$ cat src/hw/rtl/slt_pkg.sv
// ----------------------------------------------------------------------------
// slt_pkg
// Shared types and constants of the shell line tokenizer: token kinds,
// lexer modes, result records and output queue sizing.
// ----------------------------------------------------------------------------
package slt_pkg;

  // longest word that the word counter tracks before it saturates
  localparam int unsigned WordMax = 1023;
  localparam int unsigned CountW  = $clog2(WordMax + 1);

  // widths of the result fields
  localparam int unsigned KindW = 4;
  localparam int unsigned DataW = 8;
  localparam int unsigned LenW  = 10;
  localparam logic [LenW-1:0] LenMax = '1;

  // most results one request can cause
  localparam int unsigned MaxResults = 3;
  localparam int unsigned NumW       = $clog2(MaxResults + 1);

  // output queue
  localparam int unsigned QueueDepth = 4;
  localparam int unsigned QPtrW      = $clog2(QueueDepth);
  localparam int unsigned QCntW      = $clog2(QueueDepth + 1);

  // special bytes
  localparam logic [DataW-1:0] ChBackslash = 8'd92;
  localparam logic [DataW-1:0] ChDquote    = 8'd34;
  localparam logic [DataW-1:0] ChSquote    = 8'd39;
  localparam logic [DataW-1:0] ChSpace     = 8'd32;
  localparam logic [DataW-1:0] ChLess      = 8'd60;
  localparam logic [DataW-1:0] ChGreater   = 8'd62;
  localparam logic [DataW-1:0] ChPipe      = 8'd124;

  typedef enum logic [KindW-1:0] {
    KindChar    = 4'd0,
    KindWordEnd = 4'd1,
    KindLt      = 4'd2,
    KindLtLt    = 4'd3,
    KindGt      = 4'd4,
    KindGtGt    = 4'd5,
    KindPipe    = 4'd6,
    KindEnd     = 4'd7,
    KindQuoteErr = 4'd8
  } kind_e;

  typedef enum logic [2:0] {
    ModePlain = 3'd0,
    ModeSq    = 3'd1,
    ModeDq    = 3'd2,
    ModeEsc   = 3'd3,
    ModeDqEsc = 3'd4
  } mode_e;

  typedef enum logic [1:0] {
    OpNone = 2'd0,
    OpLt   = 2'd1,
    OpGt   = 2'd2
  } op_e;

  typedef struct packed {
    kind_e            kind;
    logic [DataW-1:0] data;
    logic [LenW-1:0]  word_length;
    logic             last;
  } result_t;

  // results of one request, handed to the output queue
  typedef struct packed {
    logic [NumW-1:0]             num;
    result_t [MaxResults-1:0]    res;
  } lex_push_t;

  function automatic result_t mk_result(kind_e kind, logic [DataW-1:0] data,
                                        logic [LenW-1:0] len);
    result_t r;
    r.kind        = kind;
    r.data        = data;
    r.word_length = len;
    r.last        = 1'b0;
    return r;
  endfunction

  // saturate the word counter to the width of the length field
  function automatic logic [LenW-1:0] sat_len(logic [CountW-1:0] cnt);
    logic [31:0] wide;
    wide = 32'(cnt);
    return (wide > 32'(LenMax)) ? LenMax : wide[LenW-1:0];
  endfunction

endpackage

$ cat src/hw/rtl/slt_lexer.sv
// ----------------------------------------------------------------------------
// slt_lexer
// Input register and lexer state. Each registered request is decoded in one
// pass into up to three results, pushed into the output queue together.
// ----------------------------------------------------------------------------
module slt_lexer (
  input  logic                     clk_i,
  input  logic                     rst_ni,
  input  logic                     in_valid_i,
  output logic                     in_stall_o,
  input  logic                     command_i,
  input  logic [slt_pkg::DataW-1:0] byte_req_i,
  input  logic                     space_i,
  output slt_pkg::lex_push_t       push_o
);

  logic                      valid_q;
  logic                      cmd_q;
  logic [slt_pkg::DataW-1:0] byte_q;
  logic                      go;

  slt_pkg::mode_e             mode_q, mode_d;
  slt_pkg::op_e               op_q, op_d;
  logic [slt_pkg::CountW-1:0] cnt_q, cnt_d;

  assign go         = valid_q & space_i;
  assign in_stall_o = valid_q & ~space_i;

  always_ff @(posedge clk_i or negedge rst_ni) begin
    if (!rst_ni) begin
      valid_q <= 1'b0;
    end else if (!in_stall_o) begin
      valid_q <= in_valid_i;
    end
  end

  always_ff @(posedge clk_i) begin
    if (in_valid_i && !in_stall_o) begin
      cmd_q  <= command_i;
      byte_q <= byte_req_i;
    end
  end

  always_ff @(posedge clk_i or negedge rst_ni) begin
    if (!rst_ni) begin
      mode_q <= slt_pkg::ModePlain;
      op_q   <= slt_pkg::OpNone;
      cnt_q  <= '0;
    end else if (go) begin
      mode_q <= mode_d;
      op_q   <= op_d;
      cnt_q  <= cnt_d;
    end
  end

  always_comb begin
    slt_pkg::result_t [slt_pkg::MaxResults-1:0] res;
    logic [slt_pkg::NumW-1:0] n;
    logic                     done;

    res    = '0;
    n      = '0;
    done   = 1'b0;
    mode_d = mode_q;
    op_d   = op_q;
    cnt_d  = cnt_q;

    if (cmd_q) begin
      // end of line: flush a waiting single operator first
      if (op_q == slt_pkg::OpLt) begin
        res[n] = slt_pkg::mk_result(slt_pkg::KindLt, '0, '0);
        n = n + 1'b1;
      end else if (op_q == slt_pkg::OpGt) begin
        res[n] = slt_pkg::mk_result(slt_pkg::KindGt, '0, '0);
        n = n + 1'b1;
      end
      if (mode_q == slt_pkg::ModeSq || mode_q == slt_pkg::ModeDq ||
          mode_q == slt_pkg::ModeDqEsc) begin
        res[n] = slt_pkg::mk_result(slt_pkg::KindQuoteErr, '0, '0);
        n = n + 1'b1;
      end else begin
        // trailing backslash outside quotes is a literal character
        if (mode_q == slt_pkg::ModeEsc) begin
          res[n] = slt_pkg::mk_result(slt_pkg::KindChar, slt_pkg::ChBackslash, '0);
          n = n + 1'b1;
          if (32'(cnt_d) < slt_pkg::WordMax) begin
            cnt_d = cnt_d + 1'b1;
          end
        end
        if (cnt_d != '0) begin
          res[n] = slt_pkg::mk_result(slt_pkg::KindWordEnd, '0, slt_pkg::sat_len(cnt_d));
          n = n + 1'b1;
        end
        res[n] = slt_pkg::mk_result(slt_pkg::KindEnd, '0, '0);
        n = n + 1'b1;
      end
      mode_d = slt_pkg::ModePlain;
      op_d   = slt_pkg::OpNone;
      cnt_d  = '0;
    end else begin
      if (op_q != slt_pkg::OpNone) begin
        if (op_q == slt_pkg::OpLt && byte_q == slt_pkg::ChLess) begin
          res[n] = slt_pkg::mk_result(slt_pkg::KindLtLt, '0, '0);
          n = n + 1'b1;
          done = 1'b1;
        end else if (op_q == slt_pkg::OpGt && byte_q == slt_pkg::ChGreater) begin
          res[n] = slt_pkg::mk_result(slt_pkg::KindGtGt, '0, '0);
          n = n + 1'b1;
          done = 1'b1;
        end else begin
          res[n] = slt_pkg::mk_result((op_q == slt_pkg::OpLt) ? slt_pkg::KindLt
                                                                : slt_pkg::KindGt,
                                      '0, '0);
          n = n + 1'b1;
        end
        op_d = slt_pkg::OpNone;
      end

      if (!done) begin
        case (mode_q)
          slt_pkg::ModeSq: begin
            if (byte_q == slt_pkg::ChSquote) begin
              mode_d = slt_pkg::ModePlain;
            end else begin
              res[n] = slt_pkg::mk_result(slt_pkg::KindChar, byte_q, '0);
              n = n + 1'b1;
              if (32'(cnt_d) < slt_pkg::WordMax) cnt_d = cnt_d + 1'b1;
            end
          end
          slt_pkg::ModeDq: begin
            if (byte_q == slt_pkg::ChDquote) begin
              mode_d = slt_pkg::ModePlain;
            end else if (byte_q == slt_pkg::ChBackslash) begin
              mode_d = slt_pkg::ModeDqEsc;
            end else begin
              res[n] = slt_pkg::mk_result(slt_pkg::KindChar, byte_q, '0);
              n = n + 1'b1;
              if (32'(cnt_d) < slt_pkg::WordMax) cnt_d = cnt_d + 1'b1;
            end
          end
          slt_pkg::ModeDqEsc, slt_pkg::ModeEsc: begin
            res[n] = slt_pkg::mk_result(slt_pkg::KindChar, byte_q, '0);
            n = n + 1'b1;
            if (32'(cnt_d) < slt_pkg::WordMax) cnt_d = cnt_d + 1'b1;
            mode_d = (mode_q == slt_pkg::ModeDqEsc) ? slt_pkg::ModeDq
                                                     : slt_pkg::ModePlain;
          end
          default: begin
            mode_d = slt_pkg::ModePlain;
            if (byte_q == slt_pkg::ChBackslash) begin
              mode_d = slt_pkg::ModeEsc;
            end else if (byte_q == slt_pkg::ChDquote) begin
              mode_d = slt_pkg::ModeDq;
            end else if (byte_q == slt_pkg::ChSquote) begin
              mode_d = slt_pkg::ModeSq;
            end else if (byte_q == slt_pkg::ChLess || byte_q == slt_pkg::ChGreater ||
                         byte_q == slt_pkg::ChPipe || byte_q == slt_pkg::ChSpace) begin
              // separators close the current word
              if (cnt_d != '0) begin
                res[n] = slt_pkg::mk_result(slt_pkg::KindWordEnd, '0,
                                            slt_pkg::sat_len(cnt_d));
                n = n + 1'b1;
                cnt_d = '0;
              end
              if (byte_q == slt_pkg::ChLess) begin
                op_d = slt_pkg::OpLt;
              end else if (byte_q == slt_pkg::ChGreater) begin
                op_d = slt_pkg::OpGt;
              end else if (byte_q == slt_pkg::ChPipe) begin
                res[n] = slt_pkg::mk_result(slt_pkg::KindPipe, '0, '0);
                n = n + 1'b1;
              end
            end else begin
              res[n] = slt_pkg::mk_result(slt_pkg::KindChar, byte_q, '0);
              n = n + 1'b1;
              if (32'(cnt_d) < slt_pkg::WordMax) cnt_d = cnt_d + 1'b1;
            end
          end
        endcase
      end
    end

    // mark the final result of this request
    if (n != '0) begin
      res[n - 1'b1].last = 1'b1;
    end

    push_o.num = go ? n : '0;
    push_o.res = res;
  end

endmodule

$ cat src/hw/rtl/slt_queue.sv
// ----------------------------------------------------------------------------
// slt_queue
// Small output queue: takes up to three results in one cycle and hands out
// one result per cycle when not stalled. Reports room for a full request.
// ----------------------------------------------------------------------------
module slt_queue (
  input  logic                       clk_i,
  input  logic                       rst_ni,
  input  slt_pkg::lex_push_t         push_i,
  output logic                       space_o,
  output logic                       out_valid_o,
  input  logic                       out_stall_i,
  output slt_pkg::result_t           head_o
);

  slt_pkg::result_t [slt_pkg::QueueDepth-1:0] mem_q;
  logic [slt_pkg::QPtrW-1:0] wr_q, rd_q;
  logic [slt_pkg::QCntW-1:0] cnt_q;
  logic                      pop;

  assign out_valid_o = (cnt_q != '0);
  assign pop         = out_valid_o & ~out_stall_i;
  assign head_o      = mem_q[rd_q];
  assign space_o     = (32'(cnt_q) + slt_pkg::MaxResults <= slt_pkg::QueueDepth);

  always_ff @(posedge clk_i or negedge rst_ni) begin
    if (!rst_ni) begin
      wr_q  <= '0;
      rd_q  <= '0;
      cnt_q <= '0;
    end else begin
      wr_q  <= wr_q + slt_pkg::QPtrW'(push_i.num);
      rd_q  <= rd_q + slt_pkg::QPtrW'(pop);
      cnt_q <= cnt_q + slt_pkg::QCntW'(push_i.num) - slt_pkg::QCntW'(pop);
    end
  end

  always_ff @(posedge clk_i) begin
    for (int i = 0; i < slt_pkg::MaxResults; i++) begin
      if (32'(push_i.num) > i) begin
        mem_q[wr_q + slt_pkg::QPtrW'(i)] <= push_i.res[i];
      end
    end
  end

endmodule

$ cat src/hw/rtl/shell_line_tokenizer_unit.sv
// ----------------------------------------------------------------------------
// shell_line_tokenizer_unit
// Splits a command line, one byte per request, into shell tokens: word
// characters, word ends, redirection operators, pipes, end of command.
// ----------------------------------------------------------------------------
//
//   channel  direction  handshake                fields
//   input    in         in_valid_i / in_stall_o  command_i, byte_req_i
//   output   out        out_valid_o / out_stall_i kind_o, data_o,
//                                                word_length_o, last_o
//
// a request is registered, then decoded combinationally into up to three results
// that enter a four-entry output queue together; one request per cycle is
// taken while the queue has room for three results, one result leaves per
// cycle when not stalled, so single-result requests stream at full rate
// reset clears the lexer mode, pending operator, word counter and queue
// a stalled output only holds the input once the queue lacks that room
module shell_line_tokenizer_unit (
  input  logic                      clk_i,
  input  logic                      rst_ni,
  input  logic                      in_valid_i,
  output logic                      in_stall_o,
  input  logic                      command_i,
  input  logic [slt_pkg::DataW-1:0] byte_req_i,
  output logic                      out_valid_o,
  input  logic                      out_stall_i,
  output logic [slt_pkg::KindW-1:0] kind_o,
  output logic [slt_pkg::DataW-1:0] data_o,
  output logic [slt_pkg::LenW-1:0]  word_length_o,
  output logic                      last_o
);

  slt_pkg::lex_push_t push;
  slt_pkg::result_t   head;
  logic               space;

  slt_lexer u_lexer (
    .clk_i      (clk_i),
    .rst_ni     (rst_ni),
    .in_valid_i (in_valid_i),
    .in_stall_o (in_stall_o),
    .command_i  (command_i),
    .byte_req_i (byte_req_i),
    .space_i    (space),
    .push_o     (push)
  );

  slt_queue u_queue (
    .clk_i       (clk_i),
    .rst_ni      (rst_ni),
    .push_i      (push),
    .space_o     (space),
    .out_valid_o (out_valid_o),
    .out_stall_i (out_stall_i),
    .head_o      (head)
  );

  assign kind_o        = head.kind;
  assign data_o        = head.data;
  assign word_length_o = head.word_length;
  assign last_o        = head.last;

endmodule
$ cat config.mk
export PLATFORM = sky130hd
export DESIGN_NAME = shell_line_tokenizer_unit
export DESIGN_NICKNAME = d
export VERILOG_FILES = /design/src/hw/rtl/slt_pkg.sv /design/src/hw/rtl/slt_lexer.sv /design/src/hw/rtl/slt_queue.sv /design/src/hw/rtl/shell_line_tokenizer_unit.sv
export SDC_FILE = /design/constraint.sdc
export NUM_CORES = 1
export LEC_CHECK = 0
export BUFFER_PORTS_ARGS = -buffer_cell sky130_fd_sc_hd__buf_2
export CORE_MARGIN = 10
export CORE_UTILIZATION = 67
export DETAILED_ROUTE_END_ITERATION = 6
export PLACE_DENSITY_LB_ADDON = 0.2
export SKIP_LAST_GASP = 1
export SLEW_MARGIN = 10
export SYNTH_ARGS = -nofsm -noshare
export SYNTH_HDL_FRONTEND = slang
export SYNTH_SLANG_ARGS = --single-unit
$ cat constraint.sdc
create_clock -name clk_i -period 11.27 [get_ports clk_i]
set_input_delay 1.127 -clock clk_i [delete_from_list [all_inputs] [get_ports clk_i]]
set_output_delay 1.127 -clock clk_i [all_outputs]
set_load 0.01 [all_outputs]
==> flow_summary_export.csv, run 1 <==
group,metric,value,unit
critical_path,crit_chain,"and3b_1 > inv_1 > nor4_1 > mux2i_1 > o21ai_0 > nor4_2 > fa_1 > inv_1 > ha_1 > nand2_1 > o21ai_1 > or3_1 > o211ai_1 > nand2_2 > mux2_2 > a221o_1",
detailed_routing,routed_wl,27.48,mm
timing,fin_crit,6.895,ns
job,maxCapViolations,0,
timing,rsz0062_at_grt,"no",
finish,stdcell_count,1119,
clock_tree,clk_latency,0.43,ns
floorplan,die_height,131.0,µm
critical_path,crit_fanout,28,
run_status,status,"finished, final reports clean",
place,io_buffer_count,37,
yosys,synth_ff_type,"dfxtp_1",
finish,fillCellCount,854,
power,pwr-share-seq,32.6,%
clock_tree,numCtsBuffers,17,
finish,final_cell_mix,"dfxtp_1 (92), nand2_1 (86), nor2_1 (76)",
detailed_routing,ant_nets,0,
timing,slew_violations,0,
detailed_routing,drtIter0Drc,1527,
critical_path,crit_path_top_delay_cell,"o211ai_1",
yosys,yosysSeqAreaShare,32.57,%
floorplan,ios,38,
yosys,synth_fp_nets,979,
place,dp_cells,1087,
global_routing,grt_max_degree,29,
critical_path,cpMostUsedCell,"inv_1",
yosys,ys.warnings.count,0,
detailed_routing,firstDrtPassIters,6,
yosys,async_reset_ff_share,18.55,%
timing,max_slew_margin,24.21,%
clock_tree,clockBufferDepth,2,
yosys,synth_cells,941,
clock_tree,postCtsSetupBuffers,0,
yosys,netlist_area,8253,µm²
timing,fin_skew,0.01277,ns
timing,tns,0,ns
place,gp_congestion,0.9928,
timing,hold_viol,0,
floorplan,die-area,17160,µm²
finish,final_net_count,976,
detailed_routing,wl_per_cell,24.56,µm
global_routing,overflow,0,
critical_path,required,11.59,ns
detailed_routing,drcViolationCount,0,
finish,area_delta_synth_final,8.793,%
clock_tree,h-tree-depth,4,
power,power_density,247.9,nW/µm²
global_routing,antenna_found_initial,0,
clock_tree,cts_sinks,124,
critical_path,end_kind,"register",
yosys,yosysTopAreaCell,"dfxtp_1",
finish,drive_above_1_share,13.46,%
power,leakage,3.406,nW
timing,setup_violations,0,
floorplan,initial_core_util,68.42,%
yosys,ys_ff_latch,124,
floorplan,rows,40,
timing,clock.fmax,145.0,MHz
critical_path,crit_buf_inv,2,
yosys,synth_top_area_share,22.32,%
timing,whs,0.4925,ns
critical_path,critPathLaunchType,"register",
finish,final_common_cell,"dfxtp_1",
place,hpwlAfterDp,18.84,mm
power,power_frac_comb,43.7,%
floorplan,die_width,131.0,µm
critical_path,crit_family,"simple AND/OR/NAND/NOR gates",
yosys,yosys-top-cells-area,"dfxtp_1 (22%), dfrtp_1 (7.0%), mux4_2 (6.3%)",
floorplan,coreArea,12060,µm²
global_routing,grt_use_total,32.31,%
power,power_frac_clock,23.7,%
min_path,hold_class,"reg -> reg",
power,intPower,0.001313,W
critical_path,cpPeakStageDelay,0.75,ns
power,peakVddDrop,0.1541,mV
timing,fin_crit_sh,61.18,%
clock_tree,cts_hold_buf,0,
global_routing,grt_pass1_wl,42.99,mm
clock_tree,cts_tree,"done",
clock_tree,cts_resized,0,
global_routing,grt_pass1_vias,7943,
yosys,syn_area_per_cell,8.770,µm²
finish,insertedDiodeCount,0,
detailed_routing,vias,8307,
timing,worstMarginPinSlew,1.137,ns
clock_tree,path_clk_slew,0.06,ns
yosys,synth_edf_count,9,
detailed_routing,vias_per_cell,7.424,
yosys,ys_types,90,
power,power_switching,0.0009127,W
critical_path,crit_type,"reg -> reg",
power,p_total,0.002226,W
power,switching_share,41.00,%
clock_tree,cts_root_buf,"clkbuf_16",
critical_path,critical_path_arrival,7.22,ns
flip-flops by register name, summed over array words and instances, names as in the netlist:
register         cells
u_lexer.mode_q       3
u_lexer.cmd_q        1
u_queue.wr_q         2
u_queue.rd_q         2
u_queue.cnt_q        3
u_lexer.byte_q       8
u_queue.mem_q       92
u_lexer.op_q         2
u_lexer.valid_q      1
u_lexer.cnt_q       10
worst register-to-register path: stages, from the launching register on:
cell	delay (ns)
dfrtp_1	0.64
and3b_1	0.53
inv_1	0.34
nor4_1	0.56
mux2i_1	0.31
o21ai_0	0.14
nor4_2	0.48
fa_1	0.56
inv_1	0.10
ha_1	0.23
nand2_1	0.07
o21ai_1	0.08
or3_1	0.49
o211ai_1	0.75
nand2_2	0.72
mux2_2	0.50
a221o_1	0.30
layer usage:
| metal | up-vias | share of wire (%) | GRT usage, % |
|---|---|---|---|
| li1 | 3588 | - | - |
| met1 | 3897 | 38 | 40.70 |
| met2 | 686 | 45 | 50.03 |
| met3 | 136 | 12 | 8.985 |
| met4 | 0 | 4.7 | 15.89 |
| met5 | - | 0 | 0 |
through the flow:
step           area, µm²  utilization [%]  setup WS [ns]
2_1_floorplan       8253                -          6.202
4_1_cts             8979            74.44          4.503
3_5_place_dp        8407            69.70          4.564
6_report            8979            74.44          4.375
3_3_place_gp        8407            69.70          4.849
5_1_grt             8979            74.44          3.995
path summary, 6_finish.rpt:
check	slack [ns]	cells past startpoint	startpoint	to
min in group asynchronous	0.67	1	rst_ni	u_lexer.cnt_q[7]
worst min-delay path	0.49	1	u_queue.mem_q[54]	u_queue.mem_q[54]
max in group asynchronous	10.22	1	rst_ni	u_lexer.op_q[1]
worst max register to register	4.38	16	u_lexer.mode_q[1]	u_queue.mem_q[2]
worst min register to register	0.49	1	u_queue.mem_q[54]	u_queue.mem_q[54]
worst max-delay path	4.38	16	u_lexer.mode_q[1]	u_queue.mem_q[2]
kinds of logic (layout without fill, tap and decap cells):
| kind of cell | Yosys count | count (layout) | share of synthesized area [%] |
|---|---|---|---|
| simple gates | 342 | 342 | 21.56 |
| compound gates | 273 | 273 | 23.50 |
| flops | 124 | 124 | 32.57 |
| buf+inv | 93 | 103 | 4.791 |
| mux | 73 | 73 | 12.42 |
| fa+ha+maj | 27 | 27 | 4.215 |
| xor+xnor | 9 | 9 | 0.9552 |
power groups by stage:
stage | logic (W) | registers [W] | clock network (W)
after global placement | 0.000911 | 0.000708 | 0
final | 0.000974 | 0.000725 | 0.000527
after detailed placement | 0.000942 | 0.000717 | 0
after floorplan | 0.000740 | 0.000656 | 0
after CTS | 0.000954 | 0.000714 | 0.000525
after global routing | 0.00105 | 0.000735 | 0.000544
cells in the mapped netlist (5+ instances only):
library cell,n
a31oi_1,13
mux2i_1,45
o211ai_1,6
o221ai_1,28
inv_1,26
clkbuf_1,40
a221oi_1,7
a21o_1,5
nor2b_1,5
nor4_1,14
a221o_1,7
or3_1,11
o21ai_0,43
a21oi_1,59
xnor2_1,6
nand4_1,15
dfxtp_1,92
nand2b_1,9
o22ai_1,7
a22oi_1,11
ha_1,23
nand3_1,25
and3_1,8
dfrtp_1,23
nor2_1,76
nor3b_1,5
and2_1,17
nor3_1,37
o31ai_1,11
buf_4,5
o21a_1,6
nand2_1,86
edfxtp_1,9
mux4_2,23
a31o_2,6
buf_2,15
a211oi_1,16
layout make-up:
class	instances	area, µm²	area share (%)
Clock buffer	22	495.5	5.518
Clock inverter	10	76.32	0.8501
Inverter	27	101.3	1.129
Multi-Input combinational cell	724	5170	57.58
Sequential cell	124	2688	29.93
Tap cell	168	210.2	2.341
Timing Repair Buffer	44	237.7	2.648
(Power assumes the default switching activity.)
==> inputs of run 2 (changes only) <==
CORE_UTILIZATION = 57   (was 67)
clock period = 6.22 ns   (was 11.27 ns; I/O delays follow)
==> flow_summary_export.csv, run 2 (synthesized netlist as in run 1, its figures left out) <==
group,metric,value,unit
place,gp_congestion,0.9880,
job,maxCapViolations,0,
floorplan,initial_core_util,58.77,%
critical_path,end_kind,"register",
place,hpwlAfterDp,18.55,mm
finish,largest_reg_flops,92,
finish,final_cell_mix,"dfxtp_1 (92), nand2_1 (86), nor2_1 (76)",
clock_tree,clk_latency,0.43,ns
place,place_area,8587,µm²
global_routing,overflow,0,
critical_path,cpPeakStageDelay,0.62,ns
finish,insertedDiodeCount,0,
detailed_routing,vias_per_cell,7.006,
finish,area_delta_synth_final,11.16,%
critical_path,crit_chain,"ha_1 > nand2_1 > or3_1 > nand3_1 > xnor2_1 > nor4_2 > fa_1 > inv_1 > ha_1 > nand2_1 > o21ai_1 > or3_1 > nor2_1 > nand2_1 > ha_1 > fa_1 > xor2_1 > xnor2_1",
global_routing,grt_max_degree,25,
clock_tree,h-tree-depth,4,
timing,fin_crit,5.554,ns
timing,fin_crit_sh,89.29,%
critical_path,crit_family,"simple AND/OR/NAND/NOR gates",
detailed_routing,wl_per_cell,22.92,µm
global_routing,grt_use_total,26.08,%
detailed_routing,drcViolationCount,0,
critical_path,required,6.53,ns
power,power_frac_clock,24.2,%
finish,stdcell_count,1153,
run_status,status,"finished, final reports clean",
detailed_routing,drtIter0Drc,1244,
finish,top_regs,"u_queue.mem_q (92), u_lexer.cnt_q (10), u_lexer.byte_q (8)",
detailed_routing,met3RoutedLength,2.848,mm
detailed_routing,met2WireLength,11.80,mm
finish,largest_register,"u_queue.mem_q",
clock_tree,cts_sinks,124,
finish,seqCellArea,2688,µm²
clock_tree,clockBufferDepth,2,
place,dp_cells,1121,
critical_path,reg2reg_slack,0.67,ns
floorplan,die-area,19690,µm²
timing,setup_violations,0,
timing,max_slew_margin,28.71,%
finish,final_net_count,998,
detailed_routing,routed_wl,26.43,mm
power,power_density,436.4,nW/µm²
place,place_ws,0.7361,ns
floorplan,coreArea,14040,µm²
critical_path,crit_buf_inv,1,
floorplan,die_width,140.3,µm
timing,clock.fmax,180.1,MHz
finish,multi_input_area,5170,µm²
timing,fin_ws,0.6664,ns
min_path,hold_class,"in -> async",
timing,worstMarginPinSlew,1.067,ns
clock_tree,numCtsBuffers,17,
floorplan,die_height,140.3,µm
detailed_routing,ant_nets,0,
finish,finalInstanceArea,9174,µm²
global_routing,grt_pass1_vias,7329,
power,intPower,0.002427,W
timing,rsz0062_at_grt,"no",
clock_tree,postCtsSetupBuffers,0,
critical_path,critPathLaunchType,"register",
timing,hold_viol,0,
finish,final_common_cell,"dfxtp_1",
power,switching_share,39.37,%
critical_path,critical_path_arrival,5.87,ns
power,power_frac_comb,43.5,%
timing,tns,0,ns
timing,fin_skew,0.008930,ns
power,pwr-share-seq,32.3,%
clock_tree,cts_resized,0,
detailed_routing,vias,8078,
detailed_routing,highest_layer,"met4",
finish,drive_above_1_share,15.31,%
critical_path,crit_type,"reg -> reg",
clock_tree,cts_hold_buf,0,
power,leakage,3.528,nW
clock_tree,cts_root_buf,"clkbuf_16",
place,io_buffer_count,37,
clock_tree,path_clk_slew,0.06,ns
power,power_switching,0.001576,W
clock_tree,cts_tree,"done",
power,peakVddDrop,0.2723,mV
timing,slew_violations,0,
detailed_routing,m1WireLength,10.94,mm
detailed_routing,firstDrtPassIters,6,
floorplan,ios,38,
critical_path,crit_fanout,13,
floorplan,rows,43,
global_routing,antenna_found_initial,0,
finish,fillCellCount,1177,
critical_path,crit_path_top_delay_cell,"or3_1",
global_routing,grt_pass1_wl,41.40,mm
## run 2: path summary, 6_finish.rpt
path | endpoint | cells after the start | start
min | u_lexer.cnt_q[9] | 1 | rst_ni
min in group clk_i | u_lexer.byte_q[7] | 1 | byte_req_i[7]
max reg2reg | u_queue.cnt_q[2] | 18 | u_lexer.cnt_q[0]
max in group asynchronous | u_queue.wr_q[1] | 1 | rst_ni
min reg2reg | u_queue.mem_q[85] | 2 | u_queue.mem_q[85]
max | u_queue.cnt_q[2] | 18 | u_lexer.cnt_q[0]
## run 2: routing by layer
layer  GRT usage, %  up-vias
met5              0        -
met4          8.804        0
met3          8.114       83
met2          39.29      523
met1          34.54     3824
li1               -     3648
## run 2: area by class of cell
cell class              instances  share of cell area [%]
repair buffers                 66                   4.392
multi-input cells             724                   56.36
well taps                     180                   2.455
clock inverters                 7                  0.5319
clock buffers                  25                   5.865
inverters                      27                   1.105
flip-flops and latches        124                   29.30
## run 2: power groups by stage
stage / sequential (W) / clock [W] / combinational [W]
floorplan: 0.00119 / 0 / 0.00134
global placement: 0.00129 / 0 / 0.00169
detailed placement: 0.00129 / 0 / 0.00172
CTS: 0.00128 / 0.000975 / 0.00172
global route: 0.00132 / 0.00102 / 0.00189
finish: 0.00129 / 0.000967 / 0.00174
## run 2: worst register-to-register path, cell delays in order (launching register included)
cell,delay (ns)
dfrtp_1,0.51
ha_1,0.33
nand2_1,0.15
or3_1,0.62
nand3_1,0.29
xnor2_1,0.14
nor4_2,0.48
fa_1,0.54
inv_1,0.09
ha_1,0.23
nand2_1,0.07
o21ai_1,0.08
or3_1,0.47
nor2_1,0.24
nand2_1,0.16
ha_1,0.34
fa_1,0.43
xor2_1,0.16
xnor2_1,0.12
## run 2: through the flow
step | total power, W | hold slack (ns) | utilization (%)
final | 0.004004 | 0.1689 | 65.33
after global placement | 0.002979 | 0.4542 | 61.15
after CTS | 0.003983 | 0.1866 | 65.33
after detailed placement | 0.003011 | 0.4665 | 61.15
after global routing | 0.004225 | 0.2071 | 65.33
after floorplan | 0.002529 | 0.3264 | -
